--- config.mk ---
export PLATFORM = sky130hd
export DESIGN_NAME = fuzzy_gain_scheduler
export DESIGN_NICKNAME = d
export VERILOG_FILES = /design/src/fgs_pkg.sv /design/src/fgs_front.sv /design/src/fgs_queue.sv /design/src/fgs_back.sv /design/src/fuzzy_gain_scheduler.sv
export SDC_FILE = /design/constraint.sdc
export NUM_CORES = 2
export LEC_CHECK = 0
export BUFFER_PORTS_ARGS = -buffer_cell sky130_fd_sc_hd__buf_2
export CAP_MARGIN = 5
export CORE_UTILIZATION = 62
export DETAILED_ROUTE_END_ITERATION = 16
export PLACE_DENSITY_LB_ADDON = 0.12
export SLEW_MARGIN = 10
export SYNTH_ARGS = -nofsm -noshare
export SYNTH_HDL_FRONTEND = slang
export SYNTH_SLANG_ARGS = --single-unit
--- constraint.sdc ---
create_clock -name clk -period 13.15 [get_ports clk]
set_input_delay 0.6575 -clock clk [delete_from_list [all_inputs] [get_ports clk]]
set_output_delay 0.6575 -clock clk [all_outputs]
set_load 0.01 [all_outputs]
--- src/fgs_pkg.sv ---
// Package for the fuzzy gain scheduler: fixed-point constants, payload structs,
// configuration register codes and the queue item passed from front to back.
// No dependencies.
package fgs_pkg;

  localparam int FRAC_BITS   = 12;
  localparam int NUM_SETS    = 7;
  localparam int HALF        = (NUM_SETS - 1) / 2;
  localparam int ONE         = 1 << FRAC_BITS;
  localparam int CLAMP_LIM   = HALF * ONE;
  localparam int SET_IDX_W   = $clog2(NUM_SETS);
  localparam int POS_W       = FRAC_BITS + SET_IDX_W;
  localparam int WEIGHT_W    = FRAC_BITS + 1;
  localparam int RULE_W      = 3;
  localparam int RULE_BITS   = NUM_SETS * NUM_SETS * RULE_W;
  localparam int QUEUE_DEPTH = 2;

  localparam int IN_W        = 16;
  localparam int VAL_W       = 15;
  localparam int GAIN_W      = 12;
  localparam int SCALE_W     = 8;
  localparam int OFFSET_W    = 11;
  localparam int CFG_IDX_W   = 3;
  localparam int CFG_DATA_W  = 63;
  localparam int ROW_LAST_W  = 21;

  localparam logic [SCALE_W-1:0]         SCALE_RST  = 8'd100;
  localparam logic signed [OFFSET_W-1:0] OFFSET_RST = 11'sd300;

  typedef struct packed {
    logic signed [IN_W-1:0] error_in;
    logic signed [IN_W-1:0] error_rate_in;
  } in_item_t;

  typedef struct packed {
    logic signed [VAL_W-1:0]  fuzzy_value;
    logic signed [GAIN_W-1:0] gain;
  } out_item_t;

  typedef enum logic [CFG_IDX_W-1:0] {
    CFG_RULE_LOW  = 3'd0,
    CFG_RULE_MID  = 3'd1,
    CFG_RULE_LAST = 3'd2,
    CFG_SCALE     = 3'd3,
    CFG_OFFSET    = 3'd4
  } cfg_idx_t;

  typedef logic [NUM_SETS-1:0][NUM_SETS-1:0][RULE_W-1:0] rule_tbl_t;

  typedef struct packed {
    logic [1:0][WEIGHT_W-1:0] w_err;
    logic [1:0][WEIGHT_W-1:0] w_rate;
    logic [3:0][RULE_W-1:0]   rule;
  } q_item_t;

  typedef struct packed {
    logic [SCALE_W-1:0]         scale;
    logic signed [OFFSET_W-1:0] offset;
  } gain_cfg_t;

  typedef struct packed {
    logic [SET_IDX_W-1:0] lo;
    logic [SET_IDX_W-1:0] hi;
    logic [WEIGHT_W-1:0]  w_lo;
    logic [WEIGHT_W-1:0]  w_hi;
  } fz_t;

endpackage

--- src/fgs_front.sv ---
// Front end: takes an input transfer, clamps and fuzzifies both inputs and
// picks the four active rule entries. Depends on fgs_pkg.
module fgs_front import fgs_pkg::*; (
  input  logic      start,
  input  logic      busy,
  input  in_item_t  in_item,
  input  rule_tbl_t rule_tbl,
  output logic      push,
  output q_item_t   push_item
);

  function automatic fz_t fuzzify(input logic signed [IN_W-1:0] x);
    logic signed [IN_W:0]  xc;
    logic signed [IN_W:0]  s;
    logic [FRAC_BITS-1:0]  frac;
    fz_t                   f;
    xc = {x[IN_W-1], x};
    if (xc > (IN_W+1)'(CLAMP_LIM)) xc = (IN_W+1)'(CLAMP_LIM);
    if (xc < -(IN_W+1)'(CLAMP_LIM)) xc = -(IN_W+1)'(CLAMP_LIM);
    s      = xc + (IN_W+1)'(CLAMP_LIM);
    frac   = s[FRAC_BITS-1:0];
    f.lo   = s[POS_W-1:FRAC_BITS];
    f.hi   = (f.lo == SET_IDX_W'(NUM_SETS - 1)) ? f.lo : f.lo + SET_IDX_W'(1);
    f.w_hi = {1'b0, frac};
    f.w_lo = WEIGHT_W'(ONE) - {1'b0, frac};
    return f;
  endfunction

  fz_t fz_err;
  fz_t fz_rate;

  assign push    = start && !busy;
  assign fz_err  = fuzzify(in_item.error_in);
  assign fz_rate = fuzzify(in_item.error_rate_in);

  always_comb begin
    push_item.w_err[0]  = fz_err.w_lo;
    push_item.w_err[1]  = fz_err.w_hi;
    push_item.w_rate[0] = fz_rate.w_lo;
    push_item.w_rate[1] = fz_rate.w_hi;
    push_item.rule[0]   = rule_tbl[fz_err.lo][fz_rate.lo];
    push_item.rule[1]   = rule_tbl[fz_err.lo][fz_rate.hi];
    push_item.rule[2]   = rule_tbl[fz_err.hi][fz_rate.lo];
    push_item.rule[3]   = rule_tbl[fz_err.hi][fz_rate.hi];
  end

endmodule

--- src/fgs_queue.sv ---
// Short FIFO between front and back ends, registered storage.
// Depends on fgs_pkg.
module fgs_queue import fgs_pkg::*; #(
  parameter int DEPTH = QUEUE_DEPTH
) (
  input  logic    clk,
  input  logic    rst_n,
  input  logic    push,
  input  q_item_t push_item,
  input  logic    pop,
  output q_item_t head_item,
  output logic    not_empty,
  output logic    full
);

  localparam int PTR_W = $clog2(DEPTH);
  localparam int CNT_W = $clog2(DEPTH + 1);

  q_item_t            mem_r [DEPTH];
  logic [PTR_W-1:0]   wr_ptr_r, wr_ptr_nxt;
  logic [PTR_W-1:0]   rd_ptr_r, rd_ptr_nxt;
  logic [CNT_W-1:0]   count_r, count_nxt;
  logic               do_push, do_pop;

  assign not_empty = (count_r != '0);
  assign full      = (count_r == CNT_W'(DEPTH));
  assign head_item = mem_r[rd_ptr_r];
  assign do_push   = push && !full;
  assign do_pop    = pop && not_empty;

  always_comb begin
    wr_ptr_nxt = wr_ptr_r;
    rd_ptr_nxt = rd_ptr_r;
    count_nxt  = count_r;
    if (do_push) begin
      wr_ptr_nxt = (wr_ptr_r == PTR_W'(DEPTH - 1)) ? '0 : wr_ptr_r + PTR_W'(1);
    end
    if (do_pop) begin
      rd_ptr_nxt = (rd_ptr_r == PTR_W'(DEPTH - 1)) ? '0 : rd_ptr_r + PTR_W'(1);
    end
    if (do_push && !do_pop) begin
      count_nxt = count_r + CNT_W'(1);
    end else if (do_pop && !do_push) begin
      count_nxt = count_r - CNT_W'(1);
    end
  end

  always_ff @(posedge clk) begin
    if (!rst_n) begin
      wr_ptr_r <= '0;
      rd_ptr_r <= '0;
      count_r  <= '0;
    end else begin
      wr_ptr_r <= wr_ptr_nxt;
      rd_ptr_r <= rd_ptr_nxt;
      count_r  <= count_nxt;
    end
  end

  always_ff @(posedge clk) begin
    if (do_push) begin
      mem_r[wr_ptr_r] <= push_item;
    end
  end

endmodule

--- src/fgs_back.sv ---
// Back end: weights the rule entries, rounds and saturates the value, then
// scales and offsets it into the gain. Five register stages. Depends on fgs_pkg.
module fgs_back import fgs_pkg::*; (
  input  logic      clk,
  input  logic      rst_n,
  input  logic      q_valid,
  input  q_item_t   q_item,
  input  gain_cfg_t gain_cfg,
  output logic      q_pop,
  output logic      out_valid,
  output out_item_t out_result
);

  localparam int PROD_W  = 2 * WEIGHT_W;
  localparam int TERM_W  = PROD_W + 1 + RULE_W;
  localparam int SUM_W   = 2 * FRAC_BITS + 4;
  localparam int GPROD_W = SCALE_W + 1 + VAL_W;
  localparam int GSUM_W  = GAIN_W + 1;

  localparam logic signed [SUM_W-1:0]  VAL_MAX_S  = SUM_W'((1 << (VAL_W - 1)) - 1);
  localparam logic signed [SUM_W-1:0]  VAL_MIN_S  = -SUM_W'(1 << (VAL_W - 1));
  localparam logic signed [SUM_W-1:0]  ROUND_HALF = SUM_W'(ONE >> 1);
  localparam logic signed [GSUM_W-1:0] GAIN_MAX_S = GSUM_W'((1 << (GAIN_W - 1)) - 1);
  localparam logic signed [GSUM_W-1:0] GAIN_MIN_S = -GSUM_W'(1 << (GAIN_W - 1));

  logic                         v1_r, v2_r, v3_r, v4_r, out_valid_r;
  logic [3:0][PROD_W-1:0]       prod_r, prod_nxt;
  logic [3:0][RULE_W-1:0]       rule1_r;
  logic signed [SUM_W-1:0]      sum_r, sum_nxt;
  logic signed [VAL_W-1:0]      val3_r, val3_nxt;
  logic signed [VAL_W-1:0]      val4_r;
  logic signed [GPROD_W-1:0]    gprod_r, gprod_nxt;
  out_item_t                    out_result_r, out_result_nxt;

  assign q_pop      = q_valid;
  assign out_valid  = out_valid_r;
  assign out_result = out_result_r;

  always_comb begin
    for (int i = 0; i < 4; i++) begin
      prod_nxt[i] = q_item.w_err[i / 2] * q_item.w_rate[i % 2];
    end
  end

  always_comb begin
    logic signed [TERM_W-1:0] term;
    sum_nxt = '0;
    for (int i = 0; i < 4; i++) begin
      term    = $signed({1'b0, prod_r[i]}) * $signed(rule1_r[i]);
      sum_nxt = sum_nxt + $signed(term[SUM_W-1:0]);
    end
  end

  always_comb begin
    logic signed [SUM_W-1:0] biased;
    logic signed [SUM_W-1:0] scaled;
    biased = sum_r + ROUND_HALF;
    scaled = biased >>> FRAC_BITS;
    if (scaled > VAL_MAX_S) begin
      val3_nxt = VAL_MAX_S[VAL_W-1:0];
    end else if (scaled < VAL_MIN_S) begin
      val3_nxt = VAL_MIN_S[VAL_W-1:0];
    end else begin
      val3_nxt = scaled[VAL_W-1:0];
    end
  end

  assign gprod_nxt = $signed({1'b0, gain_cfg.scale}) * val3_r;

  always_comb begin
    logic signed [GPROD_W-1:0] shifted;
    logic signed [GSUM_W-1:0]  gsum;
    shifted = gprod_r >>> FRAC_BITS;
    gsum    = $signed(shifted[GSUM_W-1:0])
            + $signed({{(GSUM_W-OFFSET_W){gain_cfg.offset[OFFSET_W-1]}}, gain_cfg.offset});
    out_result_nxt.fuzzy_value = val4_r;
    if (gsum > GAIN_MAX_S) begin
      out_result_nxt.gain = GAIN_MAX_S[GAIN_W-1:0];
    end else if (gsum < GAIN_MIN_S) begin
      out_result_nxt.gain = GAIN_MIN_S[GAIN_W-1:0];
    end else begin
      out_result_nxt.gain = gsum[GAIN_W-1:0];
    end
  end

  always_ff @(posedge clk) begin
    if (!rst_n) begin
      v1_r        <= 1'b0;
      v2_r        <= 1'b0;
      v3_r        <= 1'b0;
      v4_r        <= 1'b0;
      out_valid_r <= 1'b0;
    end else begin
      v1_r        <= q_valid;
      v2_r        <= v1_r;
      v3_r        <= v2_r;
      v4_r        <= v3_r;
      out_valid_r <= v4_r;
    end
  end

  always_ff @(posedge clk) begin
    prod_r       <= prod_nxt;
    rule1_r      <= q_item.rule;
    sum_r        <= sum_nxt;
    val3_r       <= val3_nxt;
    val4_r       <= val3_r;
    gprod_r      <= gprod_nxt;
    out_result_r <= out_result_nxt;
  end

endmodule

--- src/fuzzy_gain_scheduler.sv ---
// Top level of the fuzzy gain scheduler: configuration registers, front end,
// queue and back end. Depends on fgs_pkg, fgs_front, fgs_queue and fgs_back.
//
// One error pair may be started in every clock cycle; busy is high only in
// reset or if the front-to-back queue fills, which does not happen since the
// back end drains it every cycle. Each transfer yields one result, strobed by
// out_valid for a single cycle, after one queue slot plus five back-end
// register stages (weight products, weighted sum, rounding, scale multiply,
// offset and saturation). The receiver cannot stall and must take each result
// in its cycle. Rule table, scale and offset are to be written through the cfg
// port only while no item is in flight; the block itself does not enforce it.
module fuzzy_gain_scheduler import fgs_pkg::*; #(
  parameter int QDEPTH = QUEUE_DEPTH
) (
  input  logic                   clk,
  input  logic                   rst_n,
  input  logic                   start,
  output logic                   busy,
  input  in_item_t               in_item,
  output logic                   out_valid,
  output out_item_t              out_result,
  input  logic                   cfg_valid,
  output logic                   cfg_ready,
  input  logic [CFG_IDX_W-1:0]   cfg_index,
  input  logic [CFG_DATA_W-1:0]  cfg_data
);

  logic [CFG_DATA_W-1:0]       rule_low_r, rule_low_nxt;
  logic [CFG_DATA_W-1:0]       rule_mid_r, rule_mid_nxt;
  logic [ROW_LAST_W-1:0]       rule_last_r, rule_last_nxt;
  gain_cfg_t                   gain_cfg_r, gain_cfg_nxt;
  cfg_idx_t                    cfg_sel;
  rule_tbl_t                   rule_tbl;
  logic                        q_full, q_not_empty, q_pop, push;
  q_item_t                     push_item, head_item;

  assign cfg_ready = rst_n;
  assign busy      = q_full || !rst_n;
  assign cfg_sel   = cfg_idx_t'(cfg_index);
  assign rule_tbl  = rule_tbl_t'({rule_last_r, rule_mid_r, rule_low_r});

  always_comb begin
    rule_low_nxt  = rule_low_r;
    rule_mid_nxt  = rule_mid_r;
    rule_last_nxt = rule_last_r;
    gain_cfg_nxt  = gain_cfg_r;
    if (cfg_valid && cfg_ready) begin
      unique case (cfg_sel)
        CFG_RULE_LOW:  rule_low_nxt = cfg_data;
        CFG_RULE_MID:  rule_mid_nxt = cfg_data;
        CFG_RULE_LAST: rule_last_nxt = cfg_data[ROW_LAST_W-1:0];
        CFG_SCALE:     gain_cfg_nxt.scale = cfg_data[SCALE_W-1:0];
        CFG_OFFSET:    gain_cfg_nxt.offset = $signed(cfg_data[OFFSET_W-1:0]);
        default: begin
        end
      endcase
    end
  end

  always_ff @(posedge clk) begin
    if (!rst_n) begin
      rule_low_r        <= '0;
      rule_mid_r        <= '0;
      rule_last_r       <= '0;
      gain_cfg_r.scale  <= SCALE_RST;
      gain_cfg_r.offset <= OFFSET_RST;
    end else begin
      rule_low_r  <= rule_low_nxt;
      rule_mid_r  <= rule_mid_nxt;
      rule_last_r <= rule_last_nxt;
      gain_cfg_r  <= gain_cfg_nxt;
    end
  end

  fgs_front u_front (
    .start     (start),
    .busy      (busy),
    .in_item   (in_item),
    .rule_tbl  (rule_tbl),
    .push      (push),
    .push_item (push_item)
  );

  fgs_queue #(
    .DEPTH (QDEPTH)
  ) u_queue (
    .clk       (clk),
    .rst_n     (rst_n),
    .push      (push),
    .push_item (push_item),
    .pop       (q_pop),
    .head_item (head_item),
    .not_empty (q_not_empty),
    .full      (q_full)
  );

  fgs_back u_back (
    .clk        (clk),
    .rst_n      (rst_n),
    .q_valid    (q_not_empty),
    .q_item     (head_item),
    .gain_cfg   (gain_cfg_r),
    .q_pop      (q_pop),
    .out_valid  (out_valid),
    .out_result (out_result)
  );

`ifndef SYNTHESIS
  a_latency: assert property (@(posedge clk) disable iff (!rst_n)
    (start && !busy) |-> ##6 out_valid)
    else $error("accepted item produced no result six cycles later");

  a_no_phantom: assert property (@(posedge clk) disable iff (!rst_n)
    out_valid |-> $past(start && !busy, 6))
    else $error("result strobe without a matching transfer");

  a_value_range: assert property (@(posedge clk) disable iff (!rst_n)
    out_valid |-> (out_result.fuzzy_value <= 15'sd12288))
    else $error("fuzzy value above the largest rule weight");
`endif

endmodule
After elaboration in Yosys (flattened, before gate mapping)
Memory sizes are Yosys's and may differ from the RTL's. A register that Yosys moved wholly into a read port is not among the register bits.
Cells that the tools add are included.
{"block": "classes", "n_addsub": 15, "mul": 9, "order_cmp": 12, "n_eq_ne": 7, "muxes": 28, "reduce_logical": 19}
{"cell": "binary-select mux 21 bit (select 3 bit)", "n": 2}
{"cell": "multiplier 27 x 3 -> 28 bit", "n": 4}
{"cell": "multiplier 13 x 13 -> 26 bit", "n": 4}
{"cell": "adder 28 bit", "n": 3}
{"cell": "> comparator 16 x 15 -> 1 bit, second input constant", "n": 3}
{"cell": "two-way mux 15 bit", "n": 3}
{"cell": "two-way mux 21 bit", "n": 2}
{"cell": "binary-select mux 3 bit (select 3 bit)", "n": 4}
{"cell": "less-than comparator 17 x 15 -> 1 bit, second input constant", "n": 2}
{"cell": "two-way mux 17 bit", "n": 2}
{"cell": "adder 15 bit, second input constant", "n": 2}
{"cell": "adder 28 x 13 -> 28 bit, second input constant", "n": 1}
{"cell": "subtractor 13 x 12 -> 13 bit, first input constant", "n": 2}
{"cell": "multiplier 9 x 15 -> 24 bit", "n": 1}
{"cell": "two-way mux 3 bit", "n": 6}
{"cell": "less-than comparator 16 x 15 -> 1 bit, second input constant", "n": 1}
{"cell": "less-than comparator 3 x 4 -> 1 bit, second input constant", "n": 4}
{"cell": "adder 12 x 11 -> 13 bit", "n": 1}
{"cell": "> comparator 13 x 12 -> 1 bit, second input constant", "n": 1}
{"cell": "less-than comparator 13 x 12 -> 1 bit, second input constant", "n": 1}
{"cell": "two-way mux 12 bit", "n": 1}
{"cell": "AND reduction 2 bit", "n": 5}
{"cell": "equality test 3 bit, second input constant", "n": 3}
{"cell": "adder 3 x 1 -> 3 bit, second input constant", "n": 2}
{"cell": "other kinds (13)", "n": 30}
{"block": "word_totals", "reg_bits": 400, "mem_bits_rw": 124, "in_bits": 102, "out_inout_bits": 30, "word_cells": 118, "memories": 1}
{"name": "u_queue.mem_r", "words": 2, "word_bits": 62, "rd": 1, "rd_ports_with_merged_regs": 1, "wr": 1, "line_no": "fgs_queue.sv:19", "rtl": "q_item_t mem_r [DEPTH];"}

Longest topological paths before layout
{"block": "depth", "word_depth": 11, "depth_mapped": 25, "mapped_depth_nobuf": 22}

Hierarchy
Synthesis repeated with hierarchy kept, for this count alone.
{"block": "hier_totals", "cells_unflattened": 6415, "hier_area_um2": 57243.7}
{"mod": "fgs_back", "n_inst": 1, "cells_each": 4522, "area_each_um2": 40615.2, "seq_area_each_um2": 4144.0}
{"mod": "fuzzy_gain_scheduler", "n_inst": 1, "cells_each": 741, "area_each_um2": 6102.1, "seq_area_each_um2": 3323.2}
{"mod": "fgs_front", "n_inst": 1, "cells_each": 928, "area_each_um2": 5652.9, "seq_area_each_um2": 0.0}
{"mod": "fgs_queue", "n_inst": 1, "cells_each": 224, "area_each_um2": 4873.4, "seq_area_each_um2": 3943.8}

Worst setup path after synthesis
OpenSTA, ideal clock, no wires.
{"block": "synth_path", "path_type": "register to register", "from": "register with a tool-made name", "to": "register u_back.prod_r[51] (netlist bit)", "setup_time_ps": 95, "arrival_ps": 6717, "required_time_ps": 13055, "path_slack_ps": 6337, "path_stages_with_launch": 25, "n_path_buf": 4, "period_less_slack_ps": 6813, "path_cell_list": "dfxtp_1 -> clkbuf_1 -> buf_1 -> buf_1 -> mux2i_1 -> clkbuf_1 -> nor2_1 -> fa_1 -> inv_1 -> fa_1 -> inv_1 -> fa_1 -> fa_1 -> inv_1 -> fa_1 -> inv_1 -> ha_1 -> or2_2 -> nor4_1 -> o31ai_1 -> nand2b_1 -> a311oi_1 -> o31ai_1 -> or4b_1 -> o311ai_1"}
{"item": "end signal: assignment", "line_no": "fgs_back.sv:103", "rtl": "prod_r <= prod_nxt;"}
{"item": "end: declaration", "line_no": "fgs_back.sv:27", "rtl": "logic [3:0][PROD_W-1:0] prod_r, prod_nxt;"}

==> results by group <==
Status
  – Status: finished, final reports clean

Finish
  – Final Cell Area: 57,400 um^2
  – # fillers: 6,964
  – # diodes: 0
  – Nets@finish: 7,158
  – Layout cells sized above 1: 7.92%
  – Commonest non-fill, non-tap cell in the layout: inv_1
  – Commonest cells after routing, fill and taps aside: inv_1, nand2_1, fa_1
  – Area Overhead vs Synth: 7.62%
  – Layout Utilization: 67.4%

Die
  – Area of the core: 85,100 um^2
  – Die Y: 295 um
  – Starting Density: 62.7%
  – Die X: 295 um
  – I/O pin count: 132
  – Die area: 87,200 um^2
  – Row cnt: 107

Placed design
  – Placed Area: 55,300 um^2
  – Count of input and output buffers: 131
  – Post-DP HPWL: 110 mm
  – GP Congestion: 0.965
  – Pre-CTS WS: 5170 ps

Clocking
  – Worst-path clk slew: 60 ps
  – Hold buffers post-CTS: 0
  – CTS root buf: clkbuf_16
  – CTS max path bufs: 3
  – Post-CTS Setup Bufs: 0
  – CTS resizes: 0
  – Htree depth: 2
  – CTS tree: built
  – CTS Buf Count: 60
  – Worst skew pair latency: 690 ps
  – CTS sink cnt: 495

Timing
  – Fmax: 0.124 GHz
  – Tightest Pin Transition: 1230 ps
  – Final Hold Viols: 0
  – Fin Clk Skew: 32.0 ps
  – Final setup viols: 0
  – Tcrit/Tclk final: 61.5%
  – Final worst setup slack: 5060 ps
  – RSZ-0062 raised after global routing: false
  – Final max-slew violation count: 0
  – Fin crit period: 8090 ps
  – Setup TNS Final: 0 ps
  – Slew HR: 18.1%

Synthesis
  – Share of the synthesized area in the top cell type: 29.7%
  – Flops & latches, synth: 495
  – Post-Syn Nets: 7,107
  – Seq/Total Area, Yosys: 20.8%
  – Syn avg cell area: 9.23 um^2
  – Mapped cell area: 53,400 um^2
  – Count of flip-flops with a built-in enable after synthesis: 120
  – Synth async-reset ratio: 0%
  – Library cells used by synthesis: 77
  – Ranking of synthesized cells by area: fa_1, dfxtp_1, ha_1
  – Most used DFF post-synth: dfxtp_1
  – Syn Inst Count: 5,784
  – Area leader, netlist: fa_1
  – Synth Warn #: 0

Run
  – Max cap viols: 0

Global route
  – Largest net degree at the start of global routing: 118
  – Initial antenna violation count: 4
  – Vias in the first global route: 40.9k
  – Grt ovf: 0
  – First-pass GRT wire length: 227 mm
  – GRT Resource Usage Total: 34.1%

Worst setup path
  – Crit-path cells: buf_4, mux2i_2, buf_4, nor2_1, fa_1, inv_1, fa_1, inv_1, fa_1, fa_1, inv_1, fa_1, inv_1, ha_1, o21ai_0, a21boi_0, a31oi_1, o211ai_1, nand2_1, o311ai_0, a21oi_1, xnor2_1
  – WP data arrival: 8670 ps
  – Crit. End Element: register
  – Setup CP Type: reg2reg
  – Crit-path slowest cell: buf_4
  – CP Data Required Time: 13,730 ps
  – Worst Setup Start Kind: register
  – Crit Path Max Fanout: 62
  – Critical path's most frequent cell: fa_1
  – Critical path's largest stage delay: 830 ps

Worst hold path
  – HP Start: cfg_data[35]
  – HP Class: in2reg

Drt
  – DRC Markers: 0
  – Detail Route Antenna Nets: 0
  – First-pass DRT Iterations: 6
  – Via Count: 39.8k
  – Vias per cell: 5.66
  – Iter 0 DRT Violations: 3,177
  – Detailed-route wire length per cell: 20.4 um
  – Final wirelength: 143 mm
-- layer usage --
| metal | up-vias | wire length, um | GRT usage (%) |
|---|---|---|---|
| met5 | - | 14 | 0 |
| met4 | 2 | 6570 | 14.4 |
| met3 | 356 | 12400 | 5.92 |
| met2 | 1639 | 63500 | 53.1 |
| met1 | 19700 | 60600 | 47.3 |
| li1 | 18100 | - | - |
-- Yosys cell counts, drive strengths merged, types with 8 or more instances --
cell,n
mux2i,128
xnor2,115
o21a,24
a22oi,12
nand3,53
buf,31
o211ai,10
and3,18
nor2b,57
a221oi,13
ha,430
a31oi,17
and2,193
a211oi,15
inv,1074
o31ai,9
nand4,12
mux2,89
clkbuf,190
a21o,37
a32oi,8
nor2,414
nand2b,82
xor2,50
a221o,23
nand2,862
o21ai,85
a21oi,145
dfxtp,375
o21bai,11
mux4,21
a21boi,156
edfxtp,120
fa,791
nor3,31
nor4,8
or2,11
-- state kept, by name, summed over array words and instances (netlist names), 2 cells and up, named ones only --
register	cells
u_queue.mem_r	120
u_back.prod_r	101
rule_low_r	63
rule_mid_r	63
u_back.out_result	27
rule_last_r	21
gain_cfg_r	19
u_back.sum_r	17
u_back.val3_r	15
u_back.val4_r	15
u_back.gprod_r	12
u_back.rule1_r	12
u_queue.count_r	2
-- worst max-delay path: cells and delay by family, from the launching register on --
| kind | cells | cell delay [ps] |
|---|---|---|
| adder cells (fa/ha/maj) | 6 | 2980 |
| AO/OA/AOI/OAI | 6 | 2020 |
| buffers and inverters | 6 | 1400 |
| flip-flops | 1 | 770 |
| multiplexers | 1 | 290 |
| AND/OR/NAND/NOR | 2 | 240 |
| XOR/XNOR | 1 | 130 |
-- cells by family after synthesis --
kind of cell	share of synthesized area (%)
xor gates and xnor gates	2.76
adders and majority gates	39.8
muxes	5.17
AOI/OAI and AO/OA	7.70
and+or+nand+nor	14.5
DFF	20.8
buffers and inverters	9.25
-- through the flow --
| step | instances | hold WS (ps) |
|---|---|---|
| 6_report | 7026 | 229 |
| 5_1_grt | 7026 | 220 |
| 4_1_cts | 7026 | 198 |
| 3_5_place_dp | 6917 | 312 |
| 3_3_place_gp | 6917 | 312 |
| 2_1_floorplan | 5784 | 310 |
-- layout make-up --
cell class	instances	area [um^2]	area share, %
well taps	1144	1430	2.49
clock buffers	66	1540	2.69
flip-flops and latches	495	11100	19.4
repair buffers	210	1250	2.18
clock inverters	43	621	1.08
inverters	1075	4040	7.03
multi-input cells	3993	37400	65.2
-- path summary, 6_finish.rpt --
kind | end | slack [ps] | depth (start not counted)
setup / recovery | u_back.prod_r[25]$_DFF_P_ | 5060 | 22
hold / removal | rule_mid_r[35]$_SDFFE_PN0P_ | 230 | 3
setup reg to reg | u_back.prod_r[25]$_DFF_P_ | 5060 | 22
hold reg to reg | u_back.out_result[26]$_DFF_P_ | 330 | 0
Power is left out: the tool's default activity adds up to more than one toggle a clock period on the data nets, which glitch-free logic cannot reach.
